[src/rtl/drpi_pkg.sv]
// package: shared types, constants and cordic angle table for the pose integrator
package drpi_pkg;

  localparam int CordicSteps = 24;
  localparam int StepW = 5;
  localparam logic signed [34:0] CordicInvGain = 35'sd652032874;
  localparam logic signed [47:0] PosMax = 48'sh7FFF_FFFF_FFFF;
  localparam logic signed [47:0] PosMin = 48'sh8000_0000_0000;

  // one classified item handed from the front part to the back part
  typedef struct packed {
    logic signed [16:0] speed_sum;
    logic signed [33:0] num;
    logic signed [33:0] den;
    logic               quat_valid;
    logic [19:0]        elapsed_time;
  } drpi_cmd_t;

  // back part sequencer states
  typedef enum logic [3:0] {
    ST_IDLE,
    ST_ATAN,
    ST_DELTA,
    ST_ROT_D,
    ST_VEL,
    ST_ROT_H,
    ST_WORLD,
    ST_SCALE,
    ST_ACC,
    ST_OUT
  } drpi_state_t;

  // arctangent table, 2^32 = full turn
  function automatic logic [31:0] atan_entry(input logic [StepW-1:0] i);
    logic [31:0] r;
    begin
      case (i)
        5'd0:  r = 32'd536870912;
        5'd1:  r = 32'd316933406;
        5'd2:  r = 32'd167458907;
        5'd3:  r = 32'd85004756;
        5'd4:  r = 32'd42667331;
        5'd5:  r = 32'd21354465;
        5'd6:  r = 32'd10679838;
        5'd7:  r = 32'd5340245;
        5'd8:  r = 32'd2670163;
        5'd9:  r = 32'd1335087;
        5'd10: r = 32'd667544;
        5'd11: r = 32'd333772;
        5'd12: r = 32'd166886;
        5'd13: r = 32'd83443;
        5'd14: r = 32'd41722;
        5'd15: r = 32'd20861;
        5'd16: r = 32'd10430;
        5'd17: r = 32'd5215;
        5'd18: r = 32'd2608;
        5'd19: r = 32'd1304;
        5'd20: r = 32'd652;
        5'd21: r = 32'd326;
        5'd22: r = 32'd163;
        5'd23: r = 32'd81;
        default: r = 32'd0;
      endcase
      return r;
    end
  endfunction

endpackage

[src/rtl/drpi_front.sv]
// front part: accepts an item, forms the atan2 operands, queues them
module drpi_front (
  input  logic                 clk,
  input  logic                 rst_n,
  input  logic                 push,
  output logic                 full,
  input  logic signed [15:0]   left_speed,
  input  logic signed [15:0]   right_speed,
  input  logic signed [15:0]   quat_x,
  input  logic signed [15:0]   quat_y,
  input  logic signed [15:0]   quat_z,
  input  logic signed [15:0]   quat_w,
  input  logic                 quat_valid,
  input  logic [19:0]          elapsed_time,
  output logic                 cmd_valid,
  input  logic                 cmd_take,
  output drpi_pkg::drpi_cmd_t  cmd
);

  // stage one: raw item, products in stage two
  logic                 s1_vld_r, s1_vld_nxt;
  logic signed [15:0]   l_r, r_r, qx_r, qy_r, qz_r, qw_r;
  logic                 qv_r;
  logic [19:0]          dt_r;
  logic signed [31:0]   p_wz_r, p_xy_r, p_yy_r, p_zz_r;
  logic                 s2_vld_r;
  logic signed [16:0]   sum2_r;
  logic                 qv2_r;
  logic [19:0]          dt2_r;
  // two-entry queue to the back part
  drpi_pkg::drpi_cmd_t  q_r [2];
  logic                 wp_r, rp_r;
  logic [1:0]           cnt_r;
  drpi_pkg::drpi_cmd_t  enq;
  logic                 do_enq, do_deq;

  // front holds one item at a time until the back part takes it
  assign full   = s1_vld_r || s2_vld_r || (cnt_r != 2'd0);
  assign s1_vld_nxt = push && !full;

  // operand stage
  always_ff @(posedge clk) begin
    if (!rst_n) begin
      s1_vld_r <= 1'b0;
      s2_vld_r <= 1'b0;
    end else begin
      s1_vld_r <= s1_vld_nxt;
      s2_vld_r <= s1_vld_r;
    end
  end

  always_ff @(posedge clk) begin
    if (s1_vld_nxt) begin
      l_r  <= left_speed;
      r_r  <= right_speed;
      qx_r <= quat_x;
      qy_r <= quat_y;
      qz_r <= quat_z;
      qw_r <= quat_w;
      qv_r <= quat_valid;
      dt_r <= elapsed_time;
    end
    p_wz_r <= qw_r * qz_r;
    p_xy_r <= qx_r * qy_r;
    p_yy_r <= qy_r * qy_r;
    p_zz_r <= qz_r * qz_r;
    sum2_r <= 17'(l_r) + 17'(r_r);
    qv2_r  <= qv_r;
    dt2_r  <= dt_r;
  end

  // numerator and denominator of the yaw arctangent
  always_comb begin
    enq.speed_sum    = sum2_r;
    enq.num          = (34'(p_wz_r) + 34'(p_xy_r)) <<< 1;
    enq.den          = (34'sd1 <<< 30) - ((34'(p_yy_r) + 34'(p_zz_r)) <<< 1);
    enq.quat_valid   = qv2_r;
    enq.elapsed_time = dt2_r;
  end

  assign do_enq    = s2_vld_r;
  assign do_deq    = cmd_take && (cnt_r != 2'd0);
  assign cmd_valid = cnt_r != 2'd0;
  assign cmd       = q_r[rp_r];

  // queue pointers
  always_ff @(posedge clk) begin
    if (!rst_n) begin
      wp_r  <= 1'b0;
      rp_r  <= 1'b0;
      cnt_r <= 2'd0;
    end else begin
      if (do_enq) wp_r <= ~wp_r;
      if (do_deq) rp_r <= ~rp_r;
      cnt_r <= cnt_r + {1'b0, do_enq} - {1'b0, do_deq};
    end
  end

  always_ff @(posedge clk) begin
    if (do_enq) q_r[wp_r] <= enq;
  end

endmodule

[config.mk]
export PLATFORM = sky130hd
export DESIGN_NAME = drpi_front
export DESIGN_NICKNAME = d
export VERILOG_FILES = /design/src/rtl/drpi_pkg.sv /design/src/rtl/drpi_front.sv
export SDC_FILE = /design/constraint.sdc
export NUM_CORES = 2
export LEC_CHECK = 0
export ABC_CLOCK_PERIOD_IN_PS = 6400
export BUFFER_PORTS_ARGS = -buffer_cell sky130_fd_sc_hd__buf_4
export CELL_PAD_IN_SITES_DETAIL_PLACEMENT = 1
export CELL_PAD_IN_SITES_GLOBAL_PLACEMENT = 2
export CORE_MARGIN = 3
export CORE_UTILIZATION = 39
export DETAILED_ROUTE_END_ITERATION = 8
export GPL_TIMING_DRIVEN = 0
export PLACE_DENSITY_LB_ADDON = 0.08
export SETUP_SLACK_MARGIN = 0.2
export SLEW_MARGIN = 0
export SYNTH_ARGS = -nofsm -noshare
export SYNTH_HDL_FRONTEND = slang
export SYNTH_SLANG_ARGS = --single-unit
[constraint.sdc]
create_clock -name clk -period 6.4 [get_ports clk]
set_clock_uncertainty 0.05 [all_clocks]
set_input_delay 0.96 -clock clk [delete_from_list [all_inputs] [get_ports clk]]
set_output_delay 0.96 -clock clk [all_outputs]
set_load 0.03 [all_outputs]
==> impl_metrics.yaml <==
drt:
  drtAntennaViolNets: 0
  drt_iter0_drc: 1821
  routed_wl_mm: 171
  drcViolationCount: 0
  wl_per_cell_microns: 21.4
  dr.pass1.iters: 5
  vias: 39413
  viasPerCell: 4.94
global_route:
  antenna_found_initial: 13
  grt_max_degree: 54
  grt_overflow: 0
  grt_pass1_vias: 43410
  grt.total_usage_pct: 23.0
  grt_pass1_wl_mm: 263
worst_setup_path:
  r2r_start: "qz_r[4]$_DFFE_PP_"
  crit_required_ns: 6.86
  crit_family: "adder cells"
  path_class: "reg -> reg"
  crit_cells: 24
  worstReg2RegEnd: "p_zz_r[30]$_DFF_P_"
  cp_common_cell: "fa_1"
  critPathCaptureType: "flip-flop"
  slowest_stage: "fa_1"
  cp_cell_sequence: "buf_8, clkbuf_16, and2_4, fa_1, inv_2, fa_1, inv_2, fa_1, fa_2, fa_1, inv_2, fa_1, inv_2, ha_4, a21o_1, a21o_1, a21oi_2, nor2_1, a2111oi_2, o21ai_2, a41o_1, o31a_1, mux2i_2, nand2_4"
  cp.arrival_ns: 7.38
  crit_path_start_kind: "flip-flop"
  worstPathMaxFanout: 6
  startpoint: "qz_r[4]$_DFFE_PP_"
  cpPeakStageDelay_ns: 0.58
  reg2reg_depth: 24
  endpoint: "p_zz_r[30]$_DFF_P_"
  r2r_slack_ns: -0.52
  critPathBufInv: 6
finish:
  final_cells: 7979
  fin_util_pct: 47.4
  area_growth_pct: 20.1
  fillers: 15723
  fin_nets: 7562
  drive_above_1_share_pct: 20.7
sta:
  slew_viol_final: 0
  period_share_pct: 108
  setup_ws_ns: -0.521
  finalSetupViolations: 24
  finalHoldViolations: 0
  min_period_ns: 6.92
  maxSlewHeadroom_pct: 19.1
  finalSetupTns_ns: -3.74
  tightest_slew_ns: 1.21
  hold-worst-slack_ns: 0.287
  fmax_ghz: 0.144
  rsz0062_at_grt: "yes"
synthesis:
  synth_area_per_cell_sq_um: 10.4
  yosysUniqueCellTypes: 99
  synth_warnings: 0
  ys_seq_elements: 496
  ys_async_sr_fraction_pct: 0
  syn_area_sq_um: 57000
  synthTopCellsByArea: "fa_1, edfxtp_1, ha_1"
  syn_inst: 5484
  synth_top_area_share_pct: 34.9
  synth-main-ff-cell: "edfxtp_1"
  yosysSeqAreaShare_pct: 23.1
  synth_edf_count: 325
  yosys.area.top_type: "fa_1"
place:
  io_buffers: 226
  dp_hpwl_mm: 138
  placed_cells: 7620
  gp_congestion: 0.846
clock_tree:
  clock_latency_ns: 0.69
  root_buffer: "clkbuf_16"
  cts.sinks: 496
  cts_tree: "done"
  clockBufferDepth: 3
  clkSlewWorstSetupHoldPaths_ns: 0.06
  cts-buffers-inserted: 59
  htree_levels: 2
run_status:
  violations: "negative setup slack"
  status: "complete, but fails checks"
floorplanning:
  die_area_sq_um: 151000
  placementRows: 139
  chipHeight_microns: 388
  core_area_sq_um: 144000
  fp.dieW_microns: 388
  boundaryPins: 229
  initial_utilization_pct: 39.5
job:
  max-cap-violations: 0
min_path:
  hold_path_class: "reg -> reg"
==> worst min-delay path by stage <==
stage / start / to / slack (ns) / cells after the start
after floorplan: dt_r[0]$_DFFE_PP_ / dt2_r[0]$_DFF_P_ / 0.27 / 0
after global placement: dt_r[15]$_DFFE_PP_ / dt2_r[15]$_DFF_P_ / 0.27 / 0
after detailed placement: dt_r[5]$_DFFE_PP_ / dt2_r[5]$_DFF_P_ / 0.28 / 0
after CTS: dt_r[5]$_DFFE_PP_ / dt2_r[5]$_DFF_P_ / 0.29 / 0
after global routing: dt_r[17]$_DFFE_PP_ / dt2_r[17]$_DFF_P_ / 0.29 / 0
final: dt_r[5]$_DFFE_PP_ / dt2_r[5]$_DFF_P_ / 0.29 / 0
==> registers in the layout, summed over array words and instances (netlist names), 17 cells and up, named ones only <==
| register | flops |
|---|---|
| p_zz_r | 31 |
| sum2_r | 17 |
| p_xy_r | 32 |
| dt_r | 20 |
| dt2_r | 20 |
| p_yy_r | 31 |
| q_r | 208 |
| p_wz_r | 32 |
==> final cells by class <==
type | instances | area [sq um] | area share, %
diodes | 9 | 22.5 | 0.0329
clock inverters | 36 | 490 | 0.716
plain buffers | 171 | 1750 | 2.56
repair buffers | 471 | 3940 | 5.76
multi-input cells | 3540 | 40200 | 58.8
inverters | 1277 | 4840 | 7.06
well taps | 1903 | 2380 | 3.48
flip-flops and latches | 496 | 13200 | 19.3
clock buffers | 76 | 1620 | 2.37
==> Yosys cell counts (10+ instances only) <==
library cell / instances
a211o_1: 11
a211oi_1: 14
a21boi_0: 12
a21o_1: 61
a21oi_1: 159
a31o_2: 16
a31oi_1: 19
and2_1: 330
and3_1: 29
clkbuf_1: 148
dfxtp_1: 171
edfxtp_1: 325
fa_1: 993
ha_1: 432
inv_1: 1275
mux2_2: 105
nand2_1: 464
nand2b_1: 32
nand3_1: 42
nand4_1: 13
nor2_1: 192
nor2b_1: 41
nor3_1: 47
o211ai_1: 10
o21a_1: 17
o21ai_0: 73
o21bai_1: 26
or2_2: 13
or3_1: 19
xnor2_1: 180
xor2_1: 56
==> stage by stage <==
stage | setup slack (ns) | instance area [sq um]
detailed placement | -2.53 | 61300
floorplan | 0.137 | 57000
finish | -0.521 | 68500
global placement | -2.65 | 61100
global route | -0.705 | 68400
CTS | -0.485 | 67200
==> per-layer routing <==
| layer | track usage [%] | vias to the layer above | wire, microns |
|---|---|---|---|
| met3 | 3.63 | 124 | 10100 |
| met4 | 4.23 | 0 | 3410 |
| met5 | 0 | - | 0 |
| met2 | 37.9 | 666 | 81200 |
| met1 | 32.3 | 20582 | 76100 |
| li1 | - | 18041 | - |
==> cells in the final DEF (no fill, tap or decap), drive strengths merged, types with 56 or more instances in the layout <==
cell type,synthesis,final
xor2,56,56
a21oi,159,159
inv,1276,1270
mux2,105,105
dfxtp,171,171
clkbuf,153,215
nand2,464,464
a21o,65,65
nor2,192,192
edfxtp,325,325
o21ai,77,77
fa,993,993
ha,432,432
buf,19,503
and2,330,330
xnor2,181,181
==> kinds of logic after synthesis <==
| logic type | count (synthesis) | synth area share (%) |
|---|---|---|
| other | 1 | 0.00658 |
| muxes | 111 | 2.18 |
| DFF | 496 | 23.1 |
| xor gates and xnor gates | 237 | 3.66 |
| buffers and inverters | 1449 | 9.70 |
| AOI/OAI and AO/OA | 506 | 5.97 |
| and+or+nand+nor | 1259 | 11.0 |
| adders and majority gates | 1425 | 44.4 |
==> what timing repair did <==
| item | in CTS | in global routing |
|---|---|---|
| pin swaps | 153 | 161 |
| gates cloned | 0 | 1 |
| setup buffers | 161 | 77 |
| hold buffers | 0 | 0 |
| resized for setup | 654 | 190 |
| hold endpoints to repair | 0 | 0 |
| setup endpoints to repair | 75 | 49 |
Power is left out: the tool's default activity adds up to more than one toggle a clock period on the data nets, which glitch-free logic cannot reach.
